==> src/plpc_pkg.sv <==
// Shared types, widths and codes for the piecewise linear pixel calibration block.
package plpc_pkg;

    localparam int DATA_W            = 32;
    localparam int COUNT_W           = 4;
    localparam int SEG_IDX_W         = 3;
    localparam int TABLE_DEPTH       = 8;
    localparam int PIXEL_W           = 8;
    localparam int MAG_W             = DATA_W + 1;
    localparam int PROD_W            = 2 * DATA_W + 1;
    localparam int QUOT_W            = 47;
    localparam int VAL_W             = QUOT_W + 2;
    localparam int MUL_LO_W          = 16;
    localparam int DIV_CNT_W         = $clog2(QUOT_W);
    localparam int ROW_W             = 4 * DATA_W;

    localparam int DEF_MAX_SEGMENTS  = 8;
    localparam int DEF_FRACTION_BITS = 16;

    localparam logic OP_CONVERT = 1'b0;
    localparam logic OP_LOAD    = 1'b1;

    typedef enum logic [3:0] {
        ST_IDLE,
        ST_DECIDE,
        ST_READ,
        ST_CHECK,
        ST_MUL_LO,
        ST_MUL_HI,
        ST_SAT,
        ST_DIV,
        ST_SUM,
        ST_FINISH
    } state_t;

    typedef enum logic [3:0] {
        DP_NONE,
        DP_CAPTURE,
        DP_MISSING,
        DP_IDENT,
        DP_BEYOND,
        DP_FLAT,
        DP_OPERANDS,
        DP_MUL_LO,
        DP_MUL_HI,
        DP_SAT,
        DP_DIV,
        DP_SUM,
        DP_OUTPUT
    } dp_op_t;

    typedef struct packed {
        dp_op_t                 op;
        logic [SEG_IDX_W-1:0]   rd_addr;
    } dp_cmd_t;

    typedef struct packed {
        logic is_load;
        logic missing;
        logic count_zero;
        logic last;
        logic greater;
        logic flat;
        logic saturate;
        logic out_free;
    } dp_status_t;

endpackage

==> src/plpc_ram.sv <==
// Generic single-write, single-read RAM with registered read data.
module plpc_ram #(
    parameter int WIDTH = 32,
    parameter int DEPTH = 8,
    localparam int ADDR_W = (DEPTH > 1) ? $clog2(DEPTH) : 1
) (
    input  logic              clk,
    input  logic              wr_en,
    input  logic [ADDR_W-1:0] wr_addr,
    input  logic [WIDTH-1:0]  wr_data,
    input  logic [ADDR_W-1:0] rd_addr,
    output logic [WIDTH-1:0]  rd_data
);

    logic [WIDTH-1:0] mem_reg [DEPTH];
    logic [WIDTH-1:0] rd_data_reg;

    always_ff @(posedge clk)
    begin
        if (wr_en)
        begin
            mem_reg[wr_addr] <= wr_data;
        end
        rd_data_reg <= mem_reg[rd_addr];
    end

    assign rd_data = rd_data_reg;

endmodule

==> src/plpc_datapath.sv <==
// Datapath: segment table, search compare, multiplier, serial divider and output register.
module plpc_datapath #(
    parameter int MAX_SEGMENTS  = plpc_pkg::DEF_MAX_SEGMENTS,
    parameter int FRACTION_BITS = plpc_pkg::DEF_FRACTION_BITS
) (
    input  logic                                  clk,
    input  logic                                  rst_n,
    input  plpc_pkg::dp_cmd_t                     cmd,
    output plpc_pkg::dp_status_t                  status,
    input  logic                                  cfg_wr_en,
    input  logic [plpc_pkg::COUNT_W-1:0]          cfg_wr_data,
    input  logic                                  op,
    input  logic signed [plpc_pkg::DATA_W-1:0]    sample_value,
    input  logic                                  sample_missing,
    input  logic [plpc_pkg::SEG_IDX_W-1:0]        segment_index,
    input  logic signed [plpc_pkg::DATA_W-1:0]    seg_pixel_low,
    input  logic signed [plpc_pkg::DATA_W-1:0]    seg_pixel_high,
    input  logic signed [plpc_pkg::DATA_W-1:0]    seg_value_low,
    input  logic signed [plpc_pkg::DATA_W-1:0]    seg_value_high,
    input  logic                                  out_stall,
    output logic                                  out_valid,
    output logic [plpc_pkg::PIXEL_W-1:0]          pixel,
    output logic                                  beyond_table,
    output logic                                  flat_segment
);

    localparam int DW         = plpc_pkg::DATA_W;
    localparam int MW         = plpc_pkg::MAG_W;
    localparam int PW         = plpc_pkg::PROD_W;
    localparam int QW         = plpc_pkg::QUOT_W;
    localparam int VW         = plpc_pkg::VAL_W;
    localparam int LW         = plpc_pkg::MUL_LO_W;
    localparam int CW         = plpc_pkg::COUNT_W;
    localparam int TABLE_ROWS = (MAX_SEGMENTS < plpc_pkg::TABLE_DEPTH) ?
                                MAX_SEGMENTS : plpc_pkg::TABLE_DEPTH;
    localparam int ADDR_W     = (TABLE_ROWS > 1) ? $clog2(TABLE_ROWS) : 1;

    function automatic logic [MW-1:0] mag(input logic [MW-1:0] v);
        return v[MW-1] ? (~v + MW'(1)) : v;
    endfunction

    // Configuration and captured item.
    logic [CW-1:0]          seg_count_reg;
    logic                   is_load_reg;
    logic                   missing_reg;
    logic signed [DW-1:0]   s_reg;

    // Interpolation operands and arithmetic state.
    logic [MW-1:0]          ma_reg;
    logic [MW-1:0]          mb_reg;
    logic [MW-1:0]          md_reg;
    logic                   neg_reg;
    logic signed [DW-1:0]   pl_reg;
    logic [PW-1:0]          acc_reg;
    logic [MW-1:0]          rem_reg;
    logic [QW-1:0]          quo_reg;
    logic [VW-1:0]          v_reg;
    logic                   beyond_flag_reg;
    logic                   flat_flag_reg;

    // Output register.
    logic                   out_valid_reg;
    logic [plpc_pkg::PIXEL_W-1:0] pixel_reg;
    logic                   beyond_reg;
    logic                   flat_reg;

    logic [plpc_pkg::ROW_W-1:0] wr_row;
    logic [plpc_pkg::ROW_W-1:0] rd_row;
    logic                   ram_wr_en;
    logic signed [DW-1:0]   row_pl;
    logic signed [DW-1:0]   row_ph;
    logic signed [DW-1:0]   row_vl;
    logic signed [DW-1:0]   row_vh;
    logic [CW-1:0]          count_eff;
    logic [MW-1:0]          diff_a;
    logic [MW-1:0]          diff_b;
    logic [MW-1:0]          diff_d;
    logic [LW+MW-1:0]       prod_lo;
    logic [2*MW-LW-1:0]     prod_hi;
    logic [MW-1:0]          acc_top;
    logic [MW:0]            trial;
    logic [MW+1:0]          trial_diff;
    logic                   trial_ge;
    logic [QW:0]            q_ext;
    logic [QW:0]            q_signed;
    logic [VW-1:0]          mag_v;
    logic [VW-1:0]          shifted_v;
    logic [plpc_pkg::PIXEL_W-1:0] pixel_next;

    assign wr_row    = {seg_pixel_low, seg_pixel_high, seg_value_low, seg_value_high};
    assign ram_wr_en = (cmd.op == plpc_pkg::DP_CAPTURE) && (op == plpc_pkg::OP_LOAD) &&
                       (32'(segment_index) < 32'(MAX_SEGMENTS));

    plpc_ram #(
        .WIDTH (plpc_pkg::ROW_W),
        .DEPTH (TABLE_ROWS)
    ) u_table (
        .clk     (clk),
        .wr_en   (ram_wr_en),
        .wr_addr (segment_index[ADDR_W-1:0]),
        .wr_data (wr_row),
        .rd_addr (cmd.rd_addr[ADDR_W-1:0]),
        .rd_data (rd_row)
    );

    assign row_pl = rd_row[4*DW-1:3*DW];
    assign row_ph = rd_row[3*DW-1:2*DW];
    assign row_vl = rd_row[2*DW-1:DW];
    assign row_vh = rd_row[DW-1:0];

    assign count_eff = (seg_count_reg > CW'(TABLE_ROWS)) ? CW'(TABLE_ROWS) : seg_count_reg;

    assign diff_a = {s_reg[DW-1], s_reg} - {row_vl[DW-1], row_vl};
    assign diff_b = {row_ph[DW-1], row_ph} - {row_pl[DW-1], row_pl};
    assign diff_d = {row_vh[DW-1], row_vh} - {row_vl[DW-1], row_vl};

    // The 33 by 33 bit product is built from two narrower partial products.
    assign prod_lo = ma_reg * mb_reg[LW-1:0];
    assign prod_hi = ma_reg * mb_reg[MW-1:LW];

    // The quotient exceeds the saturation limit exactly when the bits above it reach the divisor.
    assign acc_top = MW'(acc_reg[PW-1:QW]);

    assign trial      = {rem_reg, quo_reg[QW-1]};
    assign trial_diff = {1'b0, trial} - {2'b00, md_reg};
    assign trial_ge   = ~trial_diff[MW+1];

    assign q_ext    = {1'b0, quo_reg};
    assign q_signed = neg_reg ? (~q_ext + (QW+1)'(1)) : q_ext;

    assign mag_v      = v_reg[VW-1] ? (~v_reg + VW'(1)) : v_reg;
    assign shifted_v  = mag_v >> FRACTION_BITS;
    assign pixel_next = v_reg[VW-1] ? (~shifted_v[plpc_pkg::PIXEL_W-1:0] + 8'd1)
                                    : shifted_v[plpc_pkg::PIXEL_W-1:0];

    always_comb
    begin
        status.is_load    = is_load_reg;
        status.missing    = missing_reg;
        status.count_zero = (count_eff == '0);
        status.last       = ((CW'(cmd.rd_addr) + CW'(1)) >= count_eff);
        status.greater    = (s_reg > row_vh);
        status.flat       = (row_vh == row_vl);
        status.saturate   = (acc_top >= md_reg);
        status.out_free   = !out_valid_reg || !out_stall;
    end

    always_ff @(posedge clk or negedge rst_n)
    begin
        if (!rst_n)
        begin
            seg_count_reg <= '0;
            out_valid_reg <= 1'b0;
        end
        else
        begin
            if (cfg_wr_en)
            begin
                seg_count_reg <= cfg_wr_data;
            end
            if (cmd.op == plpc_pkg::DP_OUTPUT)
            begin
                out_valid_reg <= 1'b1;
            end
            else if (out_valid_reg && !out_stall)
            begin
                out_valid_reg <= 1'b0;
            end
        end
    end

    always_ff @(posedge clk)
    begin
        case (cmd.op)
            plpc_pkg::DP_CAPTURE:
            begin
                is_load_reg <= (op == plpc_pkg::OP_LOAD);
                missing_reg <= sample_missing;
                s_reg       <= sample_value;
            end
            plpc_pkg::DP_MISSING:
            begin
                v_reg           <= '0;
                beyond_flag_reg <= 1'b0;
                flat_flag_reg   <= 1'b0;
            end
            plpc_pkg::DP_IDENT:
            begin
                v_reg           <= {{(VW-DW){s_reg[DW-1]}}, s_reg};
                beyond_flag_reg <= 1'b0;
                flat_flag_reg   <= 1'b0;
            end
            plpc_pkg::DP_BEYOND:
            begin
                v_reg           <= {{(VW-DW){s_reg[DW-1]}}, s_reg};
                beyond_flag_reg <= 1'b1;
                flat_flag_reg   <= 1'b0;
            end
            plpc_pkg::DP_FLAT:
            begin
                v_reg           <= {{(VW-DW){row_pl[DW-1]}}, row_pl};
                beyond_flag_reg <= 1'b0;
                flat_flag_reg   <= 1'b1;
            end
            plpc_pkg::DP_OPERANDS:
            begin
                ma_reg          <= mag(diff_a);
                mb_reg          <= mag(diff_b);
                md_reg          <= mag(diff_d);
                neg_reg         <= diff_a[MW-1] ^ diff_b[MW-1] ^ diff_d[MW-1];
                pl_reg          <= row_pl;
                beyond_flag_reg <= 1'b0;
                flat_flag_reg   <= 1'b0;
            end
            plpc_pkg::DP_MUL_LO:
            begin
                acc_reg <= PW'(prod_lo);
            end
            plpc_pkg::DP_MUL_HI:
            begin
                acc_reg <= acc_reg + PW'({prod_hi, {LW{1'b0}}});
            end
            plpc_pkg::DP_SAT:
            begin
                if (acc_top >= md_reg)
                begin
                    quo_reg <= '1;
                end
                else
                begin
                    rem_reg <= acc_top;
                    quo_reg <= acc_reg[QW-1:0];
                end
            end
            plpc_pkg::DP_DIV:
            begin
                rem_reg <= trial_ge ? trial_diff[MW-1:0] : trial[MW-1:0];
                quo_reg <= {quo_reg[QW-2:0], trial_ge};
            end
            plpc_pkg::DP_SUM:
            begin
                v_reg <= {{(VW-DW){pl_reg[DW-1]}}, pl_reg} + {q_signed[QW], q_signed};
            end
            plpc_pkg::DP_OUTPUT:
            begin
                pixel_reg  <= pixel_next;
                beyond_reg <= beyond_flag_reg;
                flat_reg   <= flat_flag_reg;
            end
            default:
            begin
            end
        endcase
    end

    assign out_valid    = out_valid_reg;
    assign pixel        = pixel_reg;
    assign beyond_table = beyond_reg;
    assign flat_segment = flat_reg;

`ifndef SYNTHESIS
    assert property (@(posedge clk) disable iff (!rst_n)
        (cmd.op == plpc_pkg::DP_DIV) |-> (rem_reg < md_reg))
        else $error("divider remainder not below divisor");

    assert property (@(posedge clk) disable iff (!rst_n)
        (cmd.op == plpc_pkg::DP_OUTPUT) |=> out_valid_reg)
        else $error("output register not valid after load");

    assert property (@(posedge clk) disable iff (!rst_n)
        (cmd.op == plpc_pkg::DP_SAT && status.saturate) |=> (quo_reg == '1))
        else $error("saturated quotient not at limit");
`endif

endmodule

==> src/plpc_controller.sv <==
// Controller state machine: sequences capture, segment search, multiply, divide and output.
module plpc_controller (
    input  logic                  clk,
    input  logic                  rst_n,
    input  logic                  in_valid,
    output logic                  in_stall,
    input  plpc_pkg::dp_status_t  status,
    output plpc_pkg::dp_cmd_t     cmd
);

    plpc_pkg::state_t                   state_reg;
    plpc_pkg::state_t                   state_next;
    logic [plpc_pkg::SEG_IDX_W-1:0]     n_reg;
    logic [plpc_pkg::SEG_IDX_W-1:0]     n_next;
    logic [plpc_pkg::DIV_CNT_W-1:0]     div_cnt_reg;
    logic [plpc_pkg::DIV_CNT_W-1:0]     div_cnt_next;

    always_ff @(posedge clk or negedge rst_n)
    begin
        if (!rst_n)
        begin
            state_reg   <= plpc_pkg::ST_IDLE;
            n_reg       <= '0;
            div_cnt_reg <= '0;
        end
        else
        begin
            state_reg   <= state_next;
            n_reg       <= n_next;
            div_cnt_reg <= div_cnt_next;
        end
    end

    always_comb
    begin
        state_next   = state_reg;
        n_next       = n_reg;
        div_cnt_next = div_cnt_reg;
        cmd.op       = plpc_pkg::DP_NONE;
        cmd.rd_addr  = n_reg;
        in_stall     = 1'b1;

        case (state_reg)
            plpc_pkg::ST_IDLE:
            begin
                in_stall = 1'b0;
                if (in_valid)
                begin
                    cmd.op     = plpc_pkg::DP_CAPTURE;
                    state_next = plpc_pkg::ST_DECIDE;
                end
            end
            plpc_pkg::ST_DECIDE:
            begin
                n_next = '0;
                if (status.is_load)
                begin
                    state_next = plpc_pkg::ST_IDLE;
                end
                else if (status.missing)
                begin
                    cmd.op     = plpc_pkg::DP_MISSING;
                    state_next = plpc_pkg::ST_FINISH;
                end
                else if (status.count_zero)
                begin
                    cmd.op     = plpc_pkg::DP_IDENT;
                    state_next = plpc_pkg::ST_FINISH;
                end
                else
                begin
                    state_next = plpc_pkg::ST_READ;
                end
            end
            plpc_pkg::ST_READ:
            begin
                state_next = plpc_pkg::ST_CHECK;
            end
            plpc_pkg::ST_CHECK:
            begin
                if (status.greater)
                begin
                    if (status.last)
                    begin
                        cmd.op     = plpc_pkg::DP_BEYOND;
                        state_next = plpc_pkg::ST_FINISH;
                    end
                    else
                    begin
                        n_next     = n_reg + 1'b1;
                        state_next = plpc_pkg::ST_READ;
                    end
                end
                else if (status.flat)
                begin
                    cmd.op     = plpc_pkg::DP_FLAT;
                    state_next = plpc_pkg::ST_FINISH;
                end
                else
                begin
                    cmd.op     = plpc_pkg::DP_OPERANDS;
                    state_next = plpc_pkg::ST_MUL_LO;
                end
            end
            plpc_pkg::ST_MUL_LO:
            begin
                cmd.op     = plpc_pkg::DP_MUL_LO;
                state_next = plpc_pkg::ST_MUL_HI;
            end
            plpc_pkg::ST_MUL_HI:
            begin
                cmd.op     = plpc_pkg::DP_MUL_HI;
                state_next = plpc_pkg::ST_SAT;
            end
            plpc_pkg::ST_SAT:
            begin
                cmd.op       = plpc_pkg::DP_SAT;
                div_cnt_next = '0;
                state_next   = status.saturate ? plpc_pkg::ST_SUM : plpc_pkg::ST_DIV;
            end
            plpc_pkg::ST_DIV:
            begin
                cmd.op = plpc_pkg::DP_DIV;
                if (div_cnt_reg == plpc_pkg::DIV_CNT_W'(plpc_pkg::QUOT_W - 1))
                begin
                    state_next = plpc_pkg::ST_SUM;
                end
                else
                begin
                    div_cnt_next = div_cnt_reg + 1'b1;
                end
            end
            plpc_pkg::ST_SUM:
            begin
                cmd.op     = plpc_pkg::DP_SUM;
                state_next = plpc_pkg::ST_FINISH;
            end
            plpc_pkg::ST_FINISH:
            begin
                if (status.out_free)
                begin
                    cmd.op     = plpc_pkg::DP_OUTPUT;
                    state_next = plpc_pkg::ST_IDLE;
                end
            end
            default:
            begin
                state_next = plpc_pkg::ST_IDLE;
            end
        endcase
    end

`ifndef SYNTHESIS
    assert property (@(posedge clk) disable iff (!rst_n)
        (state_reg == plpc_pkg::ST_IDLE && in_valid) |=> (state_reg == plpc_pkg::ST_DECIDE))
        else $error("accepted transaction not captured");

    assert property (@(posedge clk) disable iff (!rst_n)
        (state_reg == plpc_pkg::ST_DIV &&
         div_cnt_reg == plpc_pkg::DIV_CNT_W'(plpc_pkg::QUOT_W - 1))
        |=> (state_reg == plpc_pkg::ST_SUM))
        else $error("divider did not finish after the last step");

    assert property (@(posedge clk) disable iff (!rst_n)
        (state_reg == plpc_pkg::ST_CHECK && status.greater && !status.last)
        |=> (state_reg == plpc_pkg::ST_READ && n_reg == $past(n_reg) + 3'd1))
        else $error("segment search did not advance");
`endif

endmodule

==> src/piecewise_linear_pixel_calibration_unit.sv <==
// Top level of the piecewise linear pixel calibration block.
//
// Input channel (in_valid / in_stall): one transaction is either a segment
// load (op = 1), which writes one table slot and gives no result, or a
// sample conversion (op = 0), which gives exactly one result on the output
// channel (out_valid / out_stall): pixel, beyond_table and flat_segment.
// segment_count is written through cfg_wr_en / cfg_wr_data; the user must
// write it only while idle, as the block itself does not enforce this.
// Items are handled one at a time. A conversion ends without a search when the
// sample is missing or no segments are in use, ends at segment k on a flat
// segment or beyond the table, skips the 47-step serial divider when the
// interpolated term saturates, and runs it otherwise; each search step per
// segment is a registered table read, then a compare.
// The result sits in an output register, so the next item is taken while a
// result waits; if the receiver keeps stalling, a second finished result
// waits inside the block and the input channel stalls until it can move.
// Reset clears the state machine, the output valid and segment_count; the
// table holds nothing defined until its slots are loaded.
module piecewise_linear_pixel_calibration_unit #(
    parameter int MAX_SEGMENTS  = plpc_pkg::DEF_MAX_SEGMENTS,
    parameter int FRACTION_BITS = plpc_pkg::DEF_FRACTION_BITS
) (
    input  logic                                  clk,
    input  logic                                  rst_n,
    input  logic                                  cfg_wr_en,
    input  logic [plpc_pkg::COUNT_W-1:0]          cfg_wr_data,
    input  logic                                  in_valid,
    output logic                                  in_stall,
    input  logic                                  op,
    input  logic signed [plpc_pkg::DATA_W-1:0]    sample_value,
    input  logic                                  sample_missing,
    input  logic [plpc_pkg::SEG_IDX_W-1:0]        segment_index,
    input  logic signed [plpc_pkg::DATA_W-1:0]    seg_pixel_low,
    input  logic signed [plpc_pkg::DATA_W-1:0]    seg_pixel_high,
    input  logic signed [plpc_pkg::DATA_W-1:0]    seg_value_low,
    input  logic signed [plpc_pkg::DATA_W-1:0]    seg_value_high,
    output logic                                  out_valid,
    input  logic                                  out_stall,
    output logic [plpc_pkg::PIXEL_W-1:0]          pixel,
    output logic                                  beyond_table,
    output logic                                  flat_segment
);

    plpc_pkg::dp_cmd_t    cmd;
    plpc_pkg::dp_status_t status;

    plpc_controller u_ctrl (
        .clk      (clk),
        .rst_n    (rst_n),
        .in_valid (in_valid),
        .in_stall (in_stall),
        .status   (status),
        .cmd      (cmd)
    );

    plpc_datapath #(
        .MAX_SEGMENTS  (MAX_SEGMENTS),
        .FRACTION_BITS (FRACTION_BITS)
    ) u_dp (
        .clk            (clk),
        .rst_n          (rst_n),
        .cmd            (cmd),
        .status         (status),
        .cfg_wr_en      (cfg_wr_en),
        .cfg_wr_data    (cfg_wr_data),
        .op             (op),
        .sample_value   (sample_value),
        .sample_missing (sample_missing),
        .segment_index  (segment_index),
        .seg_pixel_low  (seg_pixel_low),
        .seg_pixel_high (seg_pixel_high),
        .seg_value_low  (seg_value_low),
        .seg_value_high (seg_value_high),
        .out_stall      (out_stall),
        .out_valid      (out_valid),
        .pixel          (pixel),
        .beyond_table   (beyond_table),
        .flat_segment   (flat_segment)
    );

endmodule

==> config.mk <==
export PLATFORM = sky130hd
export DESIGN_NAME = piecewise_linear_pixel_calibration_unit
export DESIGN_NICKNAME = d
export VERILOG_FILES = /design/src/plpc_pkg.sv /design/src/plpc_ram.sv /design/src/plpc_datapath.sv /design/src/plpc_controller.sv /design/src/piecewise_linear_pixel_calibration_unit.sv
export SDC_FILE = /design/constraint.sdc
export NUM_CORES = 2
export LEC_CHECK = 0
export BUFFER_PORTS_ARGS = -buffer_cell sky130_fd_sc_hd__buf_2
export CORE_UTILIZATION = 60
export DETAILED_ROUTE_END_ITERATION = 8
export PLACE_DENSITY = 0.77
export REMOVE_ABC_BUFFERS = 1
export SETUP_SLACK_MARGIN = 0.2
export SYNTH_ARGS = -nofsm -noshare
export SYNTH_HDL_FRONTEND = slang
export SYNTH_SLANG_ARGS = --single-unit
==> constraint.sdc <==
create_clock -name clk -period 20.9 [get_ports clk]
set_input_delay 2.09 -clock clk [delete_from_list [all_inputs] [get_ports clk]]
set_output_delay 2.09 -clock clk [all_outputs]
set_load 0.1 [all_outputs]
==> out/results.tsv <==
stage	metric	value	unit
status	outcome	finished clean	
floorplan	die span in y	418.6	µm
setup_path	worst-path fanout max	17	
global_route	Overflow after GRT	0	
cts	CTS tree	done	
cts	postcts setup bufs	0	
floorplan	core area	171900	µm²
route	drt via density	6.217	
min_path	sink of the worst hold path	u_dp.pl_reg[30]	
yosys	number of enable flip-flop cells after synthesis	1372	
cts	Clock Latency Late Sink	0.83	ns
route	drt first-iter violations	7555	
setup_path	worst reg-to-reg path cell count	34	
timing	final count of negative-setup-slack endpoints	0	
setup_path	crit end category	flip-flop	
setup_path	delay of the slowest critical-path stage	0.97	ns
timing	Final min period	9.867	ns
yosys	sequential area share after synthesis	42.45	%
timing	endpoints failing hold	0	
timing	Fmax	0.1013	GHz
cts	H-tree levels	4	
placement	DP HPWL	196800	µm
placement	DP Cell Count	11029	
timing	RSZ-0062 raised after global routing	no	
route	total iterations of the first detailed-routing run	9	
yosys	share of flip-flops with an asynchronous set or reset	1.186	%
global_route	overall track demand over capacity in global routing	33.08	%
yosys	Mapped Cells	8805	
timing	worst clock skew	0.04947	ns
finish	Post-Layout Cell Count	11318	
yosys	largest cells by area after synthesis	edfxtp_1 40%, fa_1 17%, ha_1 6.4%	
floorplan	die area	175300	µm²
cts	Num CTS Buffers	147	
setup_path	FF-to-FF Start	u_dp.ma_reg[20]	
setup_path	slowest CP cell	edfxtp_1	
setup_path	Critical Path RT	21.41	ns
yosys	Yosys top cell by area	edfxtp_1	
yosys	number of distinct library cells after synthesis	91	
min_path	hold depth	0	
floorplan	die width	418.6	µm
placement	port bufs	185	
timing	Rel. slew slack	11.27	%
timing	Final Max Slew Viols	0	
route	# DRC	0	
finish	area growth from synthesis to layout	8.226	%
min_path	Worst Hold Class	reg -> reg	
finish	layout cells sized above 1	11.01	%
global_route	initial antenna violation count	29	
yosys	#FFs+latches synth	1518	
route	routed via count	70361	
cts	Reg clk slew, reported paths	0.07	ns
route	WL/cell	25.13	µm
setup_path	R2R setup slack	11.03	ns
setup_path	Critical Path AT	10.38	ns
floorplan	row count	152	
yosys	Primary FF master, synth	edfxtp_1	
yosys	share of the synthesized area in the top cell type	39.56	%
yosys	Syn. warnings	0	
timing	Fin Setup TNS	0	ns
setup_path	Critical Path Most Common Cell	fa_1	
min_path	Hold Crit Start	u_dp.u_table.rd_data[126]	
cts	clock root cell	clkbuf_16	
cts	deepest clock path buffer count	3	
global_route	largest net degree at the start of global routing	129	
timing	final period utilization	47.21	%
global_route	vias in the first global route	72694	
yosys	Syn Std Cell Area	104100	µm²
finish	max reg flops	1024	
route	final wirelength	284400	µm
timing	worst-margin pin slew	1.297	ns
setup_path	Setup Crit Path Kind	reg -> reg	
placement	GP Congestion	0.9931	
yosys	Mean Syn Cell Area	11.83	µm²
route	number of nets still failing antenna checks after routing	0	
floorplan	Ports	186	
global_route	global-route wire length before repair	435000	µm
cts	CTS Hold Bufs	0	
cts	post-cts sizing count	0	
cts	TritonCTS Sinks	1518	
setup_path	startpoint types	flip-flop	
setup_path	FF-to-FF End	u_dp.acc_reg[62]	
finish	number of nets in the layout	10474	
floorplan	Starting Density	60.58	%
run	max_cap viols	0	
[critical path: cells and delay by family, from the launching register on]
family / cells / cell delay, ns
compound gates: 14 / 3.30
xor+xnor: 2 / 0.32
fa+ha+maj: 8 / 3.77
buf+inv: 4 / 0.55
flops: 1 / 0.97
simple gates: 6 / 0.63
[per-layer routing]
layer	vias to the layer above	track usage [%]	share of wire [%]
li1	30348	-	-
met1	35476	43.31	38
met2	3746	53.61	48
met3	763	6.021	9.1
met4	28	15.91	5.3
met5	-	0	0.066
[cells in the final DEF (no fill, tap or decap), types with 47 or more instances in the layout]
cell type / n
a21oi_1: 337
nand3_1: 106
nand4_1: 53
buf_4: 113
dfxtp_1: 128
nor3_1: 86
nor2_1: 244
o21ai_0: 279
nand2b_1: 55
and2_1: 345
mux2_2: 134
ha_1: 531
nor2b_1: 48
xnor2_1: 247
xor2_1: 158
inv_1: 1195
fa_1: 901
buf_2: 185
a21o_1: 152
clkbuf_16: 149
edfxtp_1: 1372
mux4_2: 256
a31oi_1: 47
nand2_1: 1119
[worst max path at each step]
stage	startpoint	to	slack (ns)	depth (start not counted)
after floorplan	u_ctrl.n_reg[0]	u_dp.v_reg[0]	6.78	9
after global placement	u_dp.ma_reg[19]	u_dp.acc_reg[62]	11.57	34
after detailed placement	u_dp.ma_reg[20]	u_dp.acc_reg[62]	11.33	34
after CTS	u_dp.ma_reg[20]	u_dp.acc_reg[62]	11.29	34
after global routing	u_dp.ma_reg[20]	u_dp.acc_reg[62]	10.67	34
final	u_dp.ma_reg[20]	u_dp.acc_reg[62]	11.03	34
[cell families after synthesis]
| group | count (synthesis) | share of synthesized area (%) |
|---|---|---|
| adder cells (fa/ha/maj) | 1432 | 23.70 |
| AND/OR/NAND/NOR | 2259 | 10.20 |
| XOR/XNOR | 405 | 3.406 |
| multiplexers | 392 | 7.004 |
| AO/OA/AOI/OAI | 1215 | 7.533 |
| flip-flops | 1518 | 42.45 |
| buffers and inverters | 1584 | 5.712 |
[cell usage after synthesis (10+ instances only)]
cell / count
ha_1: 531
dfxtp_1: 128
and3_1: 46
edfxtp_1: 1372
o2111ai_1: 10
mux4_2: 256
inv_1: 1197
and2_1: 345
fa_1: 901
nand2b_1: 55
a21o_1: 152
nand3b_1: 12
or2_2: 11
or4_1: 13
a31oi_1: 47
nor3b_1: 13
nor4_1: 27
a211o_1: 15
a2111oi_0: 12
or3_1: 26
nor2_1: 253
o211ai_1: 34
nor3_1: 90
a21oi_1: 338
nand4_1: 53
nand3_1: 106
and4_1: 13
nand2_1: 1121
o21ai_0: 279
buf_1: 40
nor2b_1: 48
clkbuf_1: 344
a221o_1: 26
xnor2_1: 247
o41ai_1: 17
dfrtp_1: 18
o21bai_1: 36
xor2_1: 158
o31ai_1: 35
a311oi_1: 11
mux2_2: 134
a211oi_1: 45
o21a_1: 41
[layout make-up]
cell class	instances	area [µm²]
clock inverter	83	1020
inverter	1197	4496
fill	12408	59210
tap	2310	2890
multi-input combinational	5703	54150
clock buffer	190	4063
timing repair buffer	301	1834
antenna	16	40.04
sequential	1518	44220
[stage by stage]
| stage | area, µm² | setup WS, ns | hold slack [ns] | utilization (%) |
|---|---|---|---|---|
| 4_1_cts | 112700 | 11.29 | 0.4718 | 65.54 |
| 6_report | 112700 | 11.03 | 0.4718 | 65.56 |
| 2_1_floorplan | 102700 | 6.775 | 0.4003 | - |
| 5_1_grt | 112700 | 10.67 | 0.4925 | 65.55 |
| 3_5_place_dp | 107600 | 11.33 | 0.4567 | 62.58 |
| 3_3_place_gp | 107600 | 11.57 | 0.4717 | 62.58 |
Power is not shown: default switching activity piles up to over one toggle a cycle in this logic, so the estimate is an artifact.
